File: src/hdl/mktd_pkg.sv
package mktd_pkg;

   localparam int MAX_ELEMENTS = 8;
   localparam int ELEM_CNT_W   = $clog2(MAX_ELEMENTS + 1);
   localparam int ROM_DEPTH    = 36;

   localparam logic [15:0] DOT_THRESHOLD_RESET = 16'd200;
   localparam logic [15:0] LETTER_PAUSE_RESET  = 16'd600;
   localparam logic [15:0] WORD_PAUSE_RESET    = 16'd1400;

   localparam logic [1:0] CSR_DOT_THRESHOLD = 2'd0;
   localparam logic [1:0] CSR_LETTER_PAUSE  = 2'd1;
   localparam logic [1:0] CSR_WORD_PAUSE    = 2'd2;

   localparam logic [7:0] CHAR_UNKNOWN = 8'h3F;
   localparam logic [7:0] CHAR_SPACE   = 8'h20;
   localparam logic [7:0] CHAR_EOM     = 8'h00;

   // end-of-message prosign .-.-. (bit i is element i, 1 = dash)
   localparam logic [ELEM_CNT_W-1:0]   EOM_LEN  = ELEM_CNT_W'(5);
   localparam logic [MAX_ELEMENTS-1:0] EOM_BITS = MAX_ELEMENTS'(10);

   typedef struct packed {
      logic [7:0] character;
      logic       end_of_message;
      logic       last;
   } rsp_item_type;

   localparam logic [2:0] ROM_LEN [ROM_DEPTH] = '{
      3'd2, 3'd4, 3'd4, 3'd3, 3'd1, 3'd4, 3'd3, 3'd4, 3'd2, 3'd4,
      3'd3, 3'd4, 3'd2, 3'd2, 3'd3, 3'd4, 3'd4, 3'd3, 3'd3, 3'd1,
      3'd3, 3'd4, 3'd3, 3'd4, 3'd4, 3'd4,
      3'd5, 3'd5, 3'd5, 3'd5, 3'd5, 3'd5, 3'd5, 3'd5, 3'd5, 3'd5
   };

   localparam logic [4:0] ROM_BITS [ROM_DEPTH] = '{
      5'd2, 5'd1, 5'd5, 5'd1, 5'd0, 5'd4, 5'd3, 5'd0, 5'd0, 5'd14,
      5'd5, 5'd2, 5'd3, 5'd1, 5'd7, 5'd6, 5'd11, 5'd2, 5'd0, 5'd1,
      5'd4, 5'd8, 5'd6, 5'd9, 5'd13, 5'd3,
      5'd31, 5'd30, 5'd28, 5'd24, 5'd16, 5'd0, 5'd1, 5'd3, 5'd7, 5'd15
   };

   localparam logic [7:0] ROM_CHAR [ROM_DEPTH] = '{
      8'h41, 8'h42, 8'h43, 8'h44, 8'h45, 8'h46, 8'h47, 8'h48, 8'h49, 8'h4A,
      8'h4B, 8'h4C, 8'h4D, 8'h4E, 8'h4F, 8'h50, 8'h51, 8'h52, 8'h53, 8'h54,
      8'h55, 8'h56, 8'h57, 8'h58, 8'h59, 8'h5A,
      8'h30, 8'h31, 8'h32, 8'h33, 8'h34, 8'h35, 8'h36, 8'h37, 8'h38, 8'h39
   };

   function automatic logic [7:0] decode_code(
      input logic [ELEM_CNT_W-1:0]   len,
      input logic [MAX_ELEMENTS-1:0] bits
   );
      logic [7:0] ch;
      ch = CHAR_UNKNOWN;
      for (int i = 0; i < ROM_DEPTH; i++) begin
         if (len == ELEM_CNT_W'(ROM_LEN[i]) && bits == MAX_ELEMENTS'(ROM_BITS[i])) begin
            ch = ROM_CHAR[i];
         end
      end
      return ch;
   endfunction

endpackage

File: src/hdl/morse_key_timing_decoder_core.sv
// Morse key timing decoder. One key sample (0 pressed, 1 released) is taken
// per tick on req_; a sample can be accepted every cycle, and the result items
// it causes are queued and offered on rsp_ in order. A press shorter than
// dot_threshold ticks is a dot, else a dash. After release, a gap of
// letter_pause ticks decodes the pending code into a letter or digit ('?' if
// unknown or too long), and a gap of word_pause ticks adds a space. The
// prosign .-.-. yields one item with character 0 and end_of_message set, and
// no space follows it. A sample causes zero, one or two result items;
// rsp_last marks the final one. Results wait in a four-item queue; req_ready
// is low while three or more items wait, so a sample that causes two items
// always finds room, and a stalled rsp_ side stops input once the queue
// holds three. The csr_ port (index 0 dot_threshold, 1 letter_pause,
// 2 word_pause) is always ready; other indexes are ignored.
module morse_key_timing_decoder_core
   import mktd_pkg::*;
(
   input  logic        clock,
   input  logic        reset,
   input  logic        req_valid,
   output logic        req_ready,
   input  logic        req_key_level,
   output logic        rsp_valid,
   input  logic        rsp_ready,
   output logic [7:0]  rsp_character,
   output logic        rsp_end_of_message,
   output logic        rsp_last,
   input  logic        csr_valid,
   output logic        csr_ready,
   input  logic [1:0]  csr_index,
   input  logic [15:0] csr_wdata
);

   localparam int QDEPTH = 4;

   logic [15:0] dot_threshold_ff, dot_threshold_in;
   logic [15:0] letter_pause_ff, letter_pause_in;
   logic [15:0] word_pause_ff, word_pause_in;

   logic                    previous_level_ff, previous_level_in;
   logic [15:0]             press_count_ff, press_count_in;
   logic [15:0]             gap_count_ff, gap_count_in;
   logic                    gap_active_ff, gap_active_in;
   logic [MAX_ELEMENTS-1:0] element_bits_ff, element_bits_in;
   logic [ELEM_CNT_W-1:0]   element_count_ff, element_count_in;
   logic                    code_overflow_ff, code_overflow_in;

   rsp_item_type q_ff [QDEPTH];
   rsp_item_type q_in [QDEPTH];
   logic [2:0]   cnt_ff, cnt_in;

   logic         req_accept;
   logic         pop;
   logic         dash;
   logic [15:0]  gap_next;
   logic [15:0]  lg_eff;
   logic [15:0]  wg_eff;
   logic         at_word;
   logic         letter_fire;
   logic         is_eom;
   logic [7:0]   letter_char;
   logic [1:0]   n_results;
   rsp_item_type r0;
   rsp_item_type r1;
   logic [2:0]   base;

   assign csr_ready  = 1'b1;
   assign req_ready  = (cnt_ff <= 3'd2);
   assign req_accept = req_valid && req_ready;
   assign rsp_valid  = (cnt_ff != 3'd0);
   assign pop        = rsp_valid && rsp_ready;

   assign rsp_character      = q_ff[0].character;
   assign rsp_end_of_message = q_ff[0].end_of_message;
   assign rsp_last           = q_ff[0].last;

   always_comb begin
      dot_threshold_in = dot_threshold_ff;
      letter_pause_in  = letter_pause_ff;
      word_pause_in    = word_pause_ff;
      if (csr_valid && csr_ready) begin
         case (csr_index)
            CSR_DOT_THRESHOLD: dot_threshold_in = csr_wdata;
            CSR_LETTER_PAUSE:  letter_pause_in  = csr_wdata;
            CSR_WORD_PAUSE:    word_pause_in    = csr_wdata;
            default: ;
         endcase
      end
   end

   assign dash        = (press_count_ff >= dot_threshold_ff);
   assign gap_next    = (gap_count_ff == 16'hFFFF) ? gap_count_ff : gap_count_ff + 16'd1;
   assign lg_eff      = (letter_pause_ff == 16'd0) ? 16'd1 : letter_pause_ff;
   assign wg_eff      = (word_pause_ff == 16'd0) ? 16'd1 : word_pause_ff;
   assign is_eom      = !code_overflow_ff && element_count_ff == EOM_LEN
                        && element_bits_ff == EOM_BITS;
   assign letter_char = code_overflow_ff ? CHAR_UNKNOWN
                        : decode_code(element_count_ff, element_bits_ff);

   always_comb begin
      previous_level_in = previous_level_ff;
      press_count_in    = press_count_ff;
      gap_count_in      = gap_count_ff;
      gap_active_in     = gap_active_ff;
      element_bits_in   = element_bits_ff;
      element_count_in  = element_count_ff;
      code_overflow_in  = code_overflow_ff;
      at_word           = 1'b0;
      letter_fire       = 1'b0;
      n_results         = 2'd0;
      r0                = '{character: CHAR_SPACE, end_of_message: 1'b0, last: 1'b1};
      r1                = '{character: CHAR_SPACE, end_of_message: 1'b0, last: 1'b1};

      if (req_accept) begin
         previous_level_in = req_key_level;
         if (!req_key_level) begin
            if (previous_level_ff) begin
               press_count_in = 16'd1;
               gap_active_in  = 1'b0;
            end else if (press_count_ff != 16'hFFFF) begin
               press_count_in = press_count_ff + 16'd1;
            end
         end else if (!previous_level_ff) begin
            if (element_count_ff < ELEM_CNT_W'(MAX_ELEMENTS)) begin
               element_bits_in = element_bits_ff
                                 | (MAX_ELEMENTS'(dash) << element_count_ff);
               element_count_in = element_count_ff + ELEM_CNT_W'(1);
            end else begin
               code_overflow_in = 1'b1;
            end
            gap_active_in = 1'b1;
            gap_count_in  = 16'd0;
         end else if (gap_active_ff) begin
            gap_count_in = gap_next;
            at_word      = (gap_next == wg_eff);
            letter_fire  = (gap_next == lg_eff || at_word)
                           && (element_count_ff != '0 || code_overflow_ff);
            if (letter_fire) begin
               element_bits_in  = '0;
               element_count_in = '0;
               code_overflow_in = 1'b0;
               if (is_eom) begin
                  gap_active_in = 1'b0;
                  at_word       = 1'b0;
               end
            end
            if (at_word) begin
               gap_active_in = 1'b0;
            end
            n_results = {1'b0, letter_fire} + {1'b0, at_word};
            if (letter_fire) begin
               r0.character      = is_eom ? CHAR_EOM : letter_char;
               r0.end_of_message = is_eom;
               r0.last           = !at_word;
            end
         end
      end
   end

   assign base = cnt_ff - {2'b00, pop};

   always_comb begin
      for (int i = 0; i < QDEPTH; i++) begin
         if (pop && i < QDEPTH - 1) begin
            q_in[i] = q_ff[i + 1];
         end else begin
            q_in[i] = q_ff[i];
         end
         if (n_results != 2'd0 && base == 3'(i)) begin
            q_in[i] = r0;
         end
         if (n_results == 2'd2 && base + 3'd1 == 3'(i)) begin
            q_in[i] = r1;
         end
      end
      cnt_in = base + {1'b0, n_results};
   end

   always_ff @(posedge clock) begin
      if (reset) begin
         dot_threshold_ff  <= DOT_THRESHOLD_RESET;
         letter_pause_ff   <= LETTER_PAUSE_RESET;
         word_pause_ff     <= WORD_PAUSE_RESET;
         previous_level_ff <= 1'b1;
         press_count_ff    <= '0;
         gap_count_ff      <= '0;
         gap_active_ff     <= 1'b0;
         element_bits_ff   <= '0;
         element_count_ff  <= '0;
         code_overflow_ff  <= 1'b0;
         cnt_ff            <= '0;
      end else begin
         dot_threshold_ff  <= dot_threshold_in;
         letter_pause_ff   <= letter_pause_in;
         word_pause_ff     <= word_pause_in;
         previous_level_ff <= previous_level_in;
         press_count_ff    <= press_count_in;
         gap_count_ff      <= gap_count_in;
         gap_active_ff     <= gap_active_in;
         element_bits_ff   <= element_bits_in;
         element_count_ff  <= element_count_in;
         code_overflow_ff  <= code_overflow_in;
         cnt_ff            <= cnt_in;
      end
   end

   always_ff @(posedge clock) begin
      for (int i = 0; i < QDEPTH; i++) begin
         q_ff[i] <= q_in[i];
      end
   end

   a_queue_bound: assert property (@(posedge clock) disable iff (reset)
      cnt_ff <= 3'(QDEPTH))
      else $error("result queue count out of range");

   a_elem_bound: assert property (@(posedge clock) disable iff (reset)
      element_count_ff <= ELEM_CNT_W'(MAX_ELEMENTS))
      else $error("element count beyond limit");

   a_eom_char: assert property (@(posedge clock) disable iff (reset)
      rsp_valid && rsp_end_of_message |-> rsp_character == CHAR_EOM && rsp_last)
      else $error("end of message item malformed");

   a_press_stops_gap: assert property (@(posedge clock) disable iff (reset)
      req_accept && !req_key_level |=> !gap_active_ff)
      else $error("gap timing active during press");

endmodule
File: config.mk
export PLATFORM = sky130hd
export DESIGN_NAME = morse_key_timing_decoder_core
export DESIGN_NICKNAME = d
export VERILOG_FILES = /design/src/hdl/mktd_pkg.sv /design/src/hdl/morse_key_timing_decoder_core.sv
export SDC_FILE = /design/constraint.sdc
export NUM_CORES = 1
export LEC_CHECK = 0
export ABC_AREA = 0
export BUFFER_PORTS_ARGS = -buffer_cell sky130_fd_sc_hd__buf_2
export CORE_UTILIZATION = 50
export DETAILED_ROUTE_END_ITERATION = 16
export GPL_TIMING_DRIVEN = 0
export PLACE_DENSITY = 0.77
export SLEW_MARGIN = 0
export SYNTH_ARGS = -nofsm -noshare
export SYNTH_HDL_FRONTEND = slang
export SYNTH_SLANG_ARGS = --single-unit
File: constraint.sdc
create_clock -name clock -period 7.73 [get_ports clock]
set_input_delay 1.1595 -clock clock [delete_from_list [all_inputs] [get_ports clock]]
set_output_delay 1.1595 -clock clock [all_outputs]
set_load 0.02 [all_outputs]
# Word level (Yosys, flattened, before mapping)
# Memory sizes are Yosys's and may differ from the RTL's.
# Index checks and enable logic that the tools add are counted.
op_classes:
  addsub: 7
  magnitude_cmp: 3
  eq_ne: 40
  shifts: 1
  mux: 90
  bitwise_logic: 2
  reduce_logical: 73
ops:
  columns: ["operator", "count"]
  rows:
  - ["2-to-1 mux 8 bit", 41]
  - ["2-to-1 mux 10 bit", 16]
  - ["2-to-1 mux 16 bit", 7]
  - ["== test 8 x 4 -> 1 bit, second input constant", 7]
  - ["logical AND 1 bit", 49]
  - ["== test 8 x 5 -> 1 bit, second input constant", 5]
  - ["adder 16 x 1 -> 16 bit, second input constant", 2]
  - ["== test 16 bit", 2]
  - ["== test 8 x 3 -> 1 bit, second input constant", 4]
  - ["logical NOT 16 bit", 2]
  - ["2-to-1 mux 1 bit", 17]
  - ["== test 16 bit, second input constant", 1]
  - ["== test 8 x 2 -> 1 bit, second input constant", 2]
  - ["greater-or-equal comparator 16 bit", 1]
  - ["2-to-1 mux 4 bit", 4]
  - ["inequality test 16 bit, second input constant", 1]
  - ["== test 3 x 2 -> 1 bit, second input constant", 4]
  - ["AND reduction 5 bit", 2]
  - ["== test 4 x 2 -> 1 bit, second input constant", 2]
  - ["== test 4 x 3 -> 1 bit, second input constant", 2]
  - ["== test 8 x 1 -> 1 bit, second input constant", 1]
  - ["logical NOT 8 bit", 1]
  - ["2-to-1 mux 2 bit", 4]
  - ["OR 8 bit", 1]
  - ["other kinds (25)", 38]
word_totals:
  register_bits: 98
  ramBits: 40
  out_inout_bits: 13
  word_cells: 228
  memories: 1
memory_table:
  columns: ["name", "words", "width", "rd", "rd_clocked_by_memory_dff", "wr", "line_no", "rtl"]
  rows:
  - ["q_ff", 4, 10, 4, 0, 4, "morse_key_timing_decoder_core.sv:47", "rsp_item_type q_ff [QDEPTH];"]

# Depth between registers and ports, before layout
# Gate-level depths: netlist of the first run.
logic_depth:
  word_depth: 47
  mapped_depth: 19
  ltp_nobuf: 16

# Worst setup path before layout of the first run
# OpenSTA, ideal clock, no wires.
synth_path:
  path_type: "register to register"
  from: "reg gap_count_ff[1]"
  to: "mem q_ff[1][0] (netlist name)"
  setup_ns: 0.121
  arrival_time_ns: 3.857
  setup_slack_ns: 3.752
  stages_incl_launch_ff: 19
  n_path_buf: 3
  synth_period_minus_slack_ns: 3.978
  path_cell_list: "dfxtp_1 ha_1 and2_1 clkbuf_1 a41o_1 a21bo_2 xor2_1 o2111ai_1 nor4_2 nand2_1 a21oi_1 ha_1 clkbuf_1 o211ai_1 nor3b_1 clkbuf_1 nand3_1 o21ai_0 nand2_1"
synth_lines:
  columns: ["element", "line_no", "rtl"]
  rows:
  - ["from (decl)", "morse_key_timing_decoder_core.sv:41", "logic [15:0] gap_count_ff, gap_count_in;"]
  - ["from (signal assigned)", "morse_key_timing_decoder_core.sv:197", "gap_count_ff <= gap_count_in;"]
  - ["to (decl)", "morse_key_timing_decoder_core.sv:47", null]

==> results.py, run 1 <==
metrics = {
    "run_status": {
        "status": "completed",
    },
    "sta": {
        "worst_slew_pin_slew_ns": 1.09,
        "period_needed_ns": 5.73,
        "setup_tns_ns": 0,
        "final_max_slew_viol_count": 0,
        "slew_headroom": 0.275,
        "clock-skew-final_ns": 0.00929,
        "rsz0062_at_grt": "no",
        "fin_crit_sh": 0.741,
        "finalSetupViolCount": 0,
        "fmax_ghz": 0.175,
        "finalHoldViolations": 0,
    },
    "placement": {
        "numPortBuffers": 33,
        "routabilityCongestion": 0.949,
        "place_area_mm2": 0.00864,
        "dpl.hpwl_um": 17400,
    },
    "cells_and_area": {
        "fin_area_mm2": 0.00925,
        "drive_gt1_frac": 0.0926,
        "multi_input_area_mm2": 0.00508,
        "seqCellArea_mm2": 0.00268,
        "area_delta_synth_final_pct": 12.7,
        "fillers": 1488,
        "num-nets-final": 1195,
        "num_antenna_cells": 0,
    },
    "run": {
        "drv_cap": 0,
    },
    "die": {
        "dieWidth_um": 130,
        "fp.coreArea_mm2": 0.0159,
        "initial_core_util": 0.514,
        "die_y_um": 130,
        "row_count": 46,
        "die_area_mm2": 0.0169,
        "io_pins": 37,
    },
    "clock_tree": {
        "cts_tree": "done",
        "root_buffer": "clkbuf_16",
        "postCtsSetupRepairBufs": 0,
        "postCtsResizedCells": 0,
        "cts_max_path_buffers": 2,
        "cts.reportedPaths.clkPinSlew_ns": 0.06,
        "htreeDepth": 4,
        "clkSinkCount": 134,
        "cts-hold-fix-buffers": 0,
        "worstSkewPairLatency_ns": 0.42,
        "cts_inserted_buffers": 17,
    },
    "routing": {
        "wire_per_inst_um": 17.1,
        "finalWirelength_um": 23400,
        "firstDrtPassIters": 6,
        "via_per_inst": 6.13,
        "vias": 8410,
        "route.detailed.drc": 0,
        "drtAntennaViolNets": 0,
        "drt_iter0_drc": 650,
    },
    "critical_path": {
        "slowest_stage": "nor4b_1",
        "reg2reg_slack_ns": 2.00,
        "crit_fanout": 10,
        "cp_cell_sequence": "ha_1 > and4_1 > nand4_1 > nand3_1 > xor2_1 > nor4b_1 > nand2_1 > a21oi_1 > ha_1 > clkbuf_1 > o211ai_1 > nor3b_1 > clkbuf_1 > nand3_1 > o21ai_0 > nand2_1",
        "reg2reg_from": "gap_count_ff[1]$_SDFFE_PP0P_",
        "cp-end-kind": "register",
        "cp.arrival_ns": 6.03,
        "start_kind": "register",
        "cpPeakStageDelay_ns": 0.80,
        "r2r_cells": 16,
        "required_ns": 8.03,
        "critical_path_class": "register to register",
        "critPathLaunch": "gap_count_ff[1]$_SDFFE_PP0P_",
        "timing.rr.end": "q_ff[1][0]$_SDFFE_PP1P_",
        "endpoint": "q_ff[1][0]$_SDFFE_PP1P_",
    },
    "global_routing": {
        "grtUsageTotal": 0.285,
        "grt_max_degree": 17,
        "overflow": 0,
        "grt_pass1_vias": 7532,
        "grt_pass1_wl_um": 37700,
        "antenna_found_initial": 0,
    },
    "yosys": {
        "synth_top_cell_by_area": "dfxtp_1",
        "synth-seq-area-share": 0.327,
        "synth_ff_type": "dfxtp_1",
        "synth.avg_cell_area_um2": 7.52,
        "synth_edf_count": 0,
        "synthDistinctLibCells": 77,
        "synth.most_common_cell": "nand2_1",
        "synth_seq_cells": 134,
        "syn_area_mm2": 0.00820,
        "synth_warnings": 0,
        "async_flop_share": 0,
        "synth_common_cells": "nand2_1 (212), dfxtp_1 (134), a21oi_1 (99)",
        "synth_top_area_frac": 0.327,
        "postSynthCellCount": 1091,
        "synthTopCellsByArea": "dfxtp_1 (33%), nand2_1 (9.7%), a21oi_1 (6.0%)",
        "syn-num-nets": 1143,
    },
    "power": {
        "power_density_mw_per_mm2": 203,
        "leakage_uw": 0.00357,
        "vdd_drop_max_uv": 168,
    },
    "min_path": {
        "hp-class": "register to register",
    },
}
[logic make-up (layout without fill, tap and decap cells)]
family	count (synthesis)	in the layout	share of synthesized area
AND/OR/NAND/NOR	508	508	0.310
AO/OA/AOI/OAI	261	261	0.203
flip-flops	134	134	0.327
buffers and inverters	107	171	0.0546
XOR/XNOR	35	35	0.0407
adder cells (fa/ha/maj)	28	28	0.0436
multiplexers	16	16	0.0200
other	2	2	0.000916
[power breakdown]
group / switching (µW) / internal (µW)
Clock: 314 / 509
Combinational: 224 / 98.7
Sequential: 20.9 / 711
Total: 559 / 1320
[through the flow]
step,utilization,worst slack [ns],power (µW),hold slack (ns),cells
after floorplan,-,3.75,968,0.425,1091
after global placement,0.542,2.35,1060,0.438,1340
after detailed placement,0.542,2.23,1060,0.442,1340
after CTS,0.580,2.21,1880,0.456,1371
after global routing,0.580,1.71,1940,0.474,1371
final,0.580,2.00,1880,0.454,1371
[flip-flops by register name (all words and copies together) (netlist names)]
| register | count |
|---|---|
| cnt_ff | 3 |
| code_overflow_ff | 1 |
| dot_threshold_ff | 16 |
| element_bits_ff | 8 |
| element_count_ff | 4 |
| gap_active_ff | 1 |
| gap_count_ff | 16 |
| letter_pause_ff | 16 |
| press_count_ff | 16 |
| previous_level_ff | 1 |
| q_ff | 36 |
| word_pause_ff | 16 |
[layout by cell type (no fill, tap or decap), types with 7 or more instances in the layout]
cell type / netlist / layout
nand3b_1: 17 / 17
a21o_1: 9 / 9
and2_1: 8 / 8
nand4_1: 19 / 19
a31oi_1: 14 / 14
clkbuf_16: 0 / 17
ha_1: 27 / 27
clkbuf_1: 45 / 45
o21ai_0: 49 / 49
inv_1: 38 / 38
nand2_1: 212 / 212
dfxtp_1: 134 / 134
or3_1: 13 / 13
nor2_1: 73 / 73
and4_1: 9 / 9
xnor2_1: 16 / 16
nor2b_1: 8 / 8
nand2b_1: 17 / 17
a211oi_1: 7 / 7
and3_1: 9 / 9
nor4_1: 14 / 13
xor2_1: 17 / 17
nor3_1: 32 / 32
mux2i_1: 13 / 13
nand3_1: 39 / 39
nor3b_1: 8 / 8
buf_2: 13 / 46
o2111ai_1: 8 / 8
a21oi_1: 99 / 99
[final cells by class]
type / count / area share
Clock inverter: 10 / 0.0131
Buffer: 67 / 0.0322
Sequential cell: 134 / 0.290
Clock buffer: 21 / 0.0520
Inverter: 40 / 0.0162
Multi-Input combinational cell: 850 / 0.549
Timing Repair Buffer: 33 / 0.0179
Tap cell: 216 / 0.0292
[layer usage]
metal,up-vias,GRT usage,part of all wire
met2,357,0.462,0.46
met4,0,0.123,0.028
met1,3971,0.380,0.45
met3,60,0.0390,0.063
li1,4022,-,-
met5,-,0,0
[worst min-delay path by stage]
stage | from | endpoint | depth (start not counted) | slack (ns)
after floorplan | q_ff[3][2]$_SDFFE_PP0P_ | q_ff[3][2]$_SDFFE_PP0P_ | 2 | 0.42
after detailed placement | q_ff[3][6]$_SDFFE_PP0P_ | q_ff[3][6]$_SDFFE_PP0P_ | 2 | 0.44
after CTS | dot_threshold_ff[13]$_SDFFE_PP0P_ | dot_threshold_ff[13]$_SDFFE_PP0P_ | 2 | 0.46
final | q_ff[3][2]$_SDFFE_PP0P_ | q_ff[3][2]$_SDFFE_PP0P_ | 2 | 0.45
after global routing | q_ff[3][6]$_SDFFE_PP0P_ | q_ff[3][6]$_SDFFE_PP0P_ | 2 | 0.47
after global placement | q_ff[3][3]$_SDFFE_PP0P_ | q_ff[3][3]$_SDFFE_PP0P_ | 2 | 0.44
[critical path, delay by kind of cell, from the launching register on]
family	cells	cell delay, ns
adders and majority gates	2	0.58
and+or+nand+nor	8	3.21
DFF	1	0.54
AOI/OAI and AO/OA	3	0.51
xor gates and xnor gates	1	0.10
buffers and inverters	2	0.67
Power figures use the tool's default switching activity.
==> run 2: changes to the inputs <==
--- a/config.mk
+++ b/config.mk
@@ -5,12 +5,12 @@
 export SDC_FILE = /design/constraint.sdc
 export NUM_CORES = 1
 export LEC_CHECK = 0
-export ABC_AREA = 0
+export ABC_AREA = 1
 export BUFFER_PORTS_ARGS = -buffer_cell sky130_fd_sc_hd__buf_2
 export CORE_UTILIZATION = 50
 export DETAILED_ROUTE_END_ITERATION = 16
 export GPL_TIMING_DRIVEN = 0
-export PLACE_DENSITY = 0.77
+export PLACE_DENSITY = 0.8
 export SLEW_MARGIN = 0
 export SYNTH_ARGS = -nofsm -noshare
 export SYNTH_HDL_FRONTEND = slang
==> constraint.sdc (replaced) <==
create_clock -name clock -period 4.86 [get_ports clock]
set_input_delay 0.729 -clock clock [delete_from_list [all_inputs] [get_ports clock]]
set_output_delay 0.729 -clock clock [all_outputs]
set_load 0.02 [all_outputs]
==> run 2 against run 1 <==
  * Area after synthesis fell by 5.8%
  * Total power rose by 75%
  * Critical path depth rose by 11
  * Clock-buffer cell count did not move
  * Routed wire length fell by 16%
  * Combinational power rose by 71%
  * Final area fell by 4.4%
  * Synthesized cell count rose by 7.6%
  * Die area fell by 5.7%
  * Sequential power rose by 61%
  * Worst setup slack got worse by 1.5 ns
  * Critical path type unchanged
  * Critical endpoint is now q_ff[2][7]$_SDFFE_PP1P_
==> results.py, run 2 <==
metrics = {
    "run_status": {
        "status": "completed",
    },
    "clock_tree": {
        "postCtsResizedCells": 0,
        "cts_tree": "done",
        "cts_inserted_buffers": 17,
        "worstSkewPairLatency_ns": 0.43,
        "root_buffer": "clkbuf_16",
        "htreeDepth": 4,
        "postCtsSetupRepairBufs": 0,
        "cts-hold-fix-buffers": 0,
        "cts_max_path_buffers": 2,
        "cts.reportedPaths.clkPinSlew_ns": 0.06,
        "clkSinkCount": 134,
    },
    "cells_and_area": {
        "num-nets-final": 1278,
        "area_delta_synth_final_pct": 14.4,
        "num_antenna_cells": 0,
        "largest_reg_flops": 36,
        "final_cell_mix": "nand2_1 (292), inv_1 (150), dfxtp_1 (134), nor2_1 (110), a21oi_1 (110)",
        "finalNonFillerCells": 1427,
        "drive_gt1_frac": 0.0856,
        "layout_commonest_cell": "nand2_1",
        "regMostFlops": "q_ff",
        "fillers": 1373,
    },
    "die": {
        "initial_core_util": 0.510,
        "fp.coreArea_mm2": 0.0151,
        "die_area_mm2": 0.0160,
        "row_count": 45,
        "die_y_um": 126,
        "dieWidth_um": 126,
        "io_pins": 37,
    },
    "sta": {
        "worst_slew_pin_slew_ns": 1.26,
        "fmax_ghz": 0.230,
        "clock-skew-final_ns": 0.00897,
        "slew_headroom": 0.152,
        "setup_ws_ns": 0.507,
        "fin_crit_sh": 0.896,
        "rsz0062_at_grt": "no",
        "setup_tns_ns": 0,
        "final_max_slew_viol_count": 0,
        "finalHoldViolations": 0,
        "period_needed_ns": 4.35,
        "finalSetupViolCount": 0,
    },
    "critical_path": {
        "required_ns": 5.17,
        "slowest_stage": "dfxtp_1",
        "cp_top_family": "simple AND/OR/NAND/NOR gates",
        "reg2reg_slack_ns": 0.51,
        "timing.rr.end": "q_ff[2][7]$_SDFFE_PP1P_",
        "cpPeakStageDelay_ns": 0.45,
        "crit_fanout": 7,
        "crit_top_cell": "nor2_1",
        "r2r_cells": 27,
        "critical_path_class": "register to register",
        "start_kind": "register",
        "reg2reg_from": "gap_count_ff[0]$_SDFFE_PP0P_",
        "cp-end-kind": "register",
        "cp_num_buf_inv": 3,
        "cp.arrival_ns": 4.66,
    },
    "min_path": {
        "min_to": "element_bits_ff[7]$_SDFFE_PP0P_",
        "hp-class": "register to register",
        "whs_path_depth": 2,
        "min-delay-start": "element_bits_ff[7]$_SDFFE_PP0P_",
    },
    "routing": {
        "route.detailed.drc": 0,
        "finalWirelength_um": 19700,
        "firstDrtPassIters": 5,
        "wire_per_inst_um": 13.8,
        "drt_iter0_drc": 802,
        "via_per_inst": 5.45,
        "drtAntennaViolNets": 0,
        "vias": 7774,
    },
    "placement": {
        "dp_slack_ns": 0.744,
        "dpl.hpwl_um": 14800,
        "placedCellCount": 1395,
        "numPortBuffers": 33,
        "routabilityCongestion": 0.931,
    },
    "yosys": {
        "synthTopCellsByArea": "dfxtp_1 (35%), nand2_1 (14%), inv_1 (7.3%)",
        "synth-seq-area-share": 0.347,
        "synth_top_area_frac": 0.347,
        "postSynthCellCount": 1174,
        "synth_top_cell_by_area": "dfxtp_1",
        "syn_area_mm2": 0.00773,
        "synth_warnings": 0,
        "synth_seq_cells": 134,
        "synthDistinctLibCells": 46,
        "synth.avg_cell_area_um2": 6.58,
        "async_flop_share": 0,
        "synth_common_cells": "nand2_1 (292), inv_1 (150), dfxtp_1 (134)",
        "syn-num-nets": 1226,
        "synth.most_common_cell": "nand2_1",
        "synth_edf_count": 0,
        "synth_ff_type": "dfxtp_1",
    },
    "global_routing": {
        "grtUsageTotal": 0.261,
        "grt_max_degree": 17,
        "overflow": 0,
        "antenna_found_initial": 0,
        "grt_pass1_vias": 7431,
        "grt_pass1_wl_um": 33800,
    },
    "run": {
        "drv_cap": 0,
    },
    "power": {
        "power_density_mw_per_mm2": 373,
        "vdd_drop_max_uv": 276,
        "leakage_uw": 0.00395,
    },
}
==> run 2: cell count changes in the layout (fill, tap and decap cells not counted), moves of 14 or more <==
cell      delta
o21ai_0     +35
nand3_1     +49
nor2_1      +37
nand2b_1    -17
nand3b_1    -14
inv_1      +112
clkbuf_1    -23
nand2_1     +80
==> run 2: worst max-delay path by stage <==
stage | slack, ns | end | depth (start not counted) | startpoint
2_1_floorplan | 1.42 | cnt_ff[2]$_SDFF_PP0_ | 25 | gap_count_ff[0]$_SDFFE_PP0P_
3_3_place_gp | 0.84 | q_ff[2][7]$_SDFFE_PP1P_ | 27 | gap_count_ff[0]$_SDFFE_PP0P_
3_5_place_dp | 0.74 | q_ff[2][7]$_SDFFE_PP1P_ | 27 | gap_count_ff[0]$_SDFFE_PP0P_
4_1_cts | 0.61 | q_ff[2][7]$_SDFFE_PP1P_ | 27 | gap_count_ff[0]$_SDFFE_PP0P_
5_1_grt | 0.26 | q_ff[0][6]$_SDFFE_PP0P_ | 27 | gap_count_ff[0]$_SDFFE_PP0P_
6_report | 0.51 | q_ff[2][7]$_SDFFE_PP1P_ | 27 | gap_count_ff[0]$_SDFFE_PP0P_
==> run 2: tightest hold or removal path, delay by kind of cell (launching register included) <==
kind	cells	cell delay [ns]
DFF	1	0.30
AOI/OAI and AO/OA	1	0.05
buffers and inverters	1	0.05
==> run 2: cell type report <==
class / instances / area [µm²] / share of cell area
buffer: 30 / 146 / 0.0166
clock buffer: 21 / 470 / 0.0532
clock inverter: 11 / 241 / 0.0273
inverter: 157 / 589 / 0.0666
multi-input combinational: 853 / 4310 / 0.488
sequential: 134 / 2680 / 0.303
tap: 188 / 235 / 0.0266
timing repair buffer: 33 / 165 / 0.0187
==> run 2: routing by layer <==
| metal | up-vias | part of all wire | global-route usage |
|---|---|---|---|
| met5 | - | 0 | 0 |
| met4 | 0 | 0.028 | 0.116 |
| met3 | 43 | 0.059 | 0.0430 |
| met2 | 261 | 0.44 | 0.423 |
| met1 | 3536 | 0.47 | 0.342 |
| li1 | 3934 | - | - |
==> run 2: cells by family after synthesis <==
logic type,after synthesis,share of synthesized area
XOR/XNOR,30,0.0340
adder cells (fa/ha/maj),28,0.0463
flip-flops,134,0.347
AND/OR/NAND/NOR,568,0.321
AO/OA/AOI/OAI,225,0.156
buffers and inverters,187,0.0952
other,2,0.000972
==> run 2: stage by stage <==
stage	instance area, µm²	hold slack (ns)	total power, µW	util
final	8840	0.449	3290	0.584
after global routing	8840	0.479	3430	0.584
after CTS	8840	0.451	3300	0.584
after detailed placement	8130	0.442	1750	0.537
after global placement	8130	0.438	1730	0.537
after floorplan	7730	0.430	1590	-
==> run 2: power breakdown <==
| part | total, µW | switching [µW] | internal (µW) | leakage, µW |
|---|---|---|---|---|
| Combinational | 552 | 392 | 160 | 0.00251 |
| Sequential | 1180 | 34.7 | 1150 | 0.00109 |
| Clock | 1560 | 502 | 1060 | 0.000348 |
| Total | 3290 | 929 | 2370 | 0.00395 |
==> run 3: changes to the inputs <==
--- a/config.mk
+++ b/config.mk
@@ -5,12 +5,12 @@
 export SDC_FILE = /design/constraint.sdc
 export NUM_CORES = 1
 export LEC_CHECK = 0
-export ABC_AREA = 1
 export BUFFER_PORTS_ARGS = -buffer_cell sky130_fd_sc_hd__buf_2
 export CORE_UTILIZATION = 50
 export DETAILED_ROUTE_END_ITERATION = 16
 export GPL_TIMING_DRIVEN = 0
 export PLACE_DENSITY = 0.8
+export SKIP_LAST_GASP = 1
 export SLEW_MARGIN = 0
 export SYNTH_ARGS = -nofsm -noshare
 export SYNTH_HDL_FRONTEND = slang
==> run 3 against run 2 <==
  * Via count rose by 7.5%
  * Routed wire length rose by 17%
  * Non-clock buffer count up 46
  * Sequential share of layout area down 1.7 points
  * Clock power shrank 19%
  * Critical endpoint is now q_ff[1][0]$_SDFFE_PP1P_
  * Final area up 5.8%
  * Clock-buffer cell count is 1 lower
  * Clock skew fell by 0.0012 ns
==> results.py, run 3 (synthesis results as in run 1) <==
metrics = {
    "routing": {
        "drtAntennaViolNets": 0,
        "wire_per_inst_um": 16.7,
        "finalWirelength_um": 23100,
        "firstDrtPassIters": 5,
        "route.detailed.drc": 0,
        "vias": 8358,
        "via_per_inst": 6.05,
        "drt_iter0_drc": 765,
    },
    "critical_path": {
        "start_kind": "register",
        "crit_fanout": 10,
        "required_ns": 5.17,
        "cp.arrival_ns": 4.94,
        "critical_path_class": "register to register",
        "r2r_cells": 18,
        "cp-end-kind": "register",
    },
    "run_status": {
        "status": "completed",
    },
    "global_routing": {
        "antenna_found_initial": 0,
        "use_met1": 0.372,
        "grt_util_met2": 0.456,
        "overflow": 0,
        "grt_util_met3": 0.0476,
        "top_usage_layer": "met2",
        "grtUsageTotal": 0.283,
        "grt_pass1_vias": 7547,
        "grt_max_degree": 17,
        "grt_pass1_wl_um": 37500,
    },
    "clock_tree": {
        "cts_inserted_buffers": 17,
        "worstSkewPairLatency_ns": 0.43,
        "cts-hold-fix-buffers": 0,
        "cts_tree": "done",
        "clkSinkCount": 134,
        "cts.reportedPaths.clkPinSlew_ns": 0.06,
        "cts_max_path_buffers": 2,
        "root_buffer": "clkbuf_16",
        "htreeDepth": 4,
    },
    "cells_and_area": {
        "layout_commonest_cell": "nand2_1",
        "fillers": 1464,
        "num-nets-final": 1204,
        "regMostFlops": "q_ff",
        "drive_gt1_frac": 0.109,
        "fin_area_mm2": 0.00935,
        "largest_reg_flops": 36,
        "final_cell_mix": "nand2_1 (212), dfxtp_1 (134), a21oi_1 (99), nor2_1 (70), o21ai_0 (49)",
        "num_antenna_cells": 0,
        "area_delta_synth_final_pct": 14.1,
    },
    "run": {
        "drv_cap": 0,
    },
    "die": {
        "fp.coreArea_mm2": 0.0159,
        "io_pins": 37,
        "die_y_um": 130,
        "die_area_mm2": 0.0169,
        "initial_core_util": 0.514,
        "dieWidth_um": 130,
        "row_count": 46,
    },
    "placement": {
        "dpl.hpwl_um": 17000,
        "place_area_mm2": 0.00864,
        "routabilityCongestion": 0.964,
        "numPortBuffers": 33,
    },
    "sta": {
        "holdWs_ns": 0.454,
        "final_max_slew_viol_count": 0,
        "worst_slew_pin_slew_ns": 1.19,
        "slew_headroom": 0.204,
        "period_needed_ns": 4.63,
        "clock-skew-final_ns": 0.00780,
        "fin_crit_sh": 0.954,
        "finalSetupViolCount": 0,
        "fmax_ghz": 0.216,
        "finalHoldViolations": 0,
    },
    "power": {
        "leakage_uw": 0.00362,
        "power_density_mw_per_mm2": 316,
        "vdd_drop_max_uv": 389,
    },
    "min_path": {
        "whs_path_depth": 2,
        "hp-class": "register to register",
    },
}
==> run 3: final cells by class <==
cell class | count | area (µm²) | share of cell area
clock inverter | 12 | 129 | 0.0138
sequential | 134 | 2680 | 0.287
buffer | 66 | 298 | 0.0318
clock buffer | 20 | 437 | 0.0467
inverter | 40 | 150 | 0.0161
tap | 216 | 270 | 0.0289
multi-input combinational | 850 | 5150 | 0.550
timing repair buffer | 43 | 240 | 0.0257
==> run 3: critical path, cell delays in order (launching register included) <==
cell and delay [ns]:
dfxtp_1 0.49, ha_2 0.35, nand2_1 0.24, nor4_4 0.36
buf_4 0.22, nand2_1 0.10, a22o_1 0.23, nor3_1 0.48
nand2_1 0.26, a21oi_1 0.22, ha_1 0.16, clkbuf_1 0.26
o211ai_1 0.15, buf_4 0.21, nor3b_4 0.26, clkbuf_2 0.27
nand3_1 0.10, o21ai_0 0.10, nand2_1 0.07
==> run 3: final timing paths <==
kind                                startpoint                           endpoint  slack (ns)
min          dot_threshold_ff[12]$_SDFFE_PP0P_  dot_threshold_ff[12]$_SDFFE_PP0P_        0.45
max               gap_count_ff[1]$_SDFFE_PP0P_            q_ff[1][0]$_SDFFE_PP1P_        0.23
max reg2reg       gap_count_ff[1]$_SDFFE_PP0P_            q_ff[1][0]$_SDFFE_PP1P_        0.23
min reg2reg  dot_threshold_ff[12]$_SDFFE_PP0P_  dot_threshold_ff[12]$_SDFFE_PP0P_        0.45
==> run 3: power breakdown <==
part	internal, µW	switching (µW)	leakage (µW)
Combinational	162	372	0.00226
Sequential	1130	33.7	0.00108
Clock	754	504	0.000271
==> run 3: per-stage QoR <==
stage | instances | setup slack (ns) | util | setup TNS [ns] | power (µW)
finish | 1381 | 0.226 | 0.587 | 0 | 2960
global route | 1381 | -0.00147 | 0.587 | -0.00147 | 3060
CTS | 1372 | 0.0277 | 0.579 | 0 | 2940
detailed placement | 1340 | -0.444 | 0.542 | -3.00 | 1680
global placement | 1340 | -0.359 | 0.542 | -2.10 | 1670
floorplan | 1091 | 0.882 | - | 0 | 1540
==> run 3: layer usage <==
metal | routed length [µm] | share of wire
met4 | 706 | 0.031
met1 | 10100 | 0.44
met2 | 10800 | 0.47
met3 | 1460 | 0.063
met5 | 0 | 0
==> run 3: timing repair <==
action	CTS	global route
buffers inserted	0	10
pin swaps	0	4
endpoints found under the setup margin	15	36
gates resized for setup	8	10
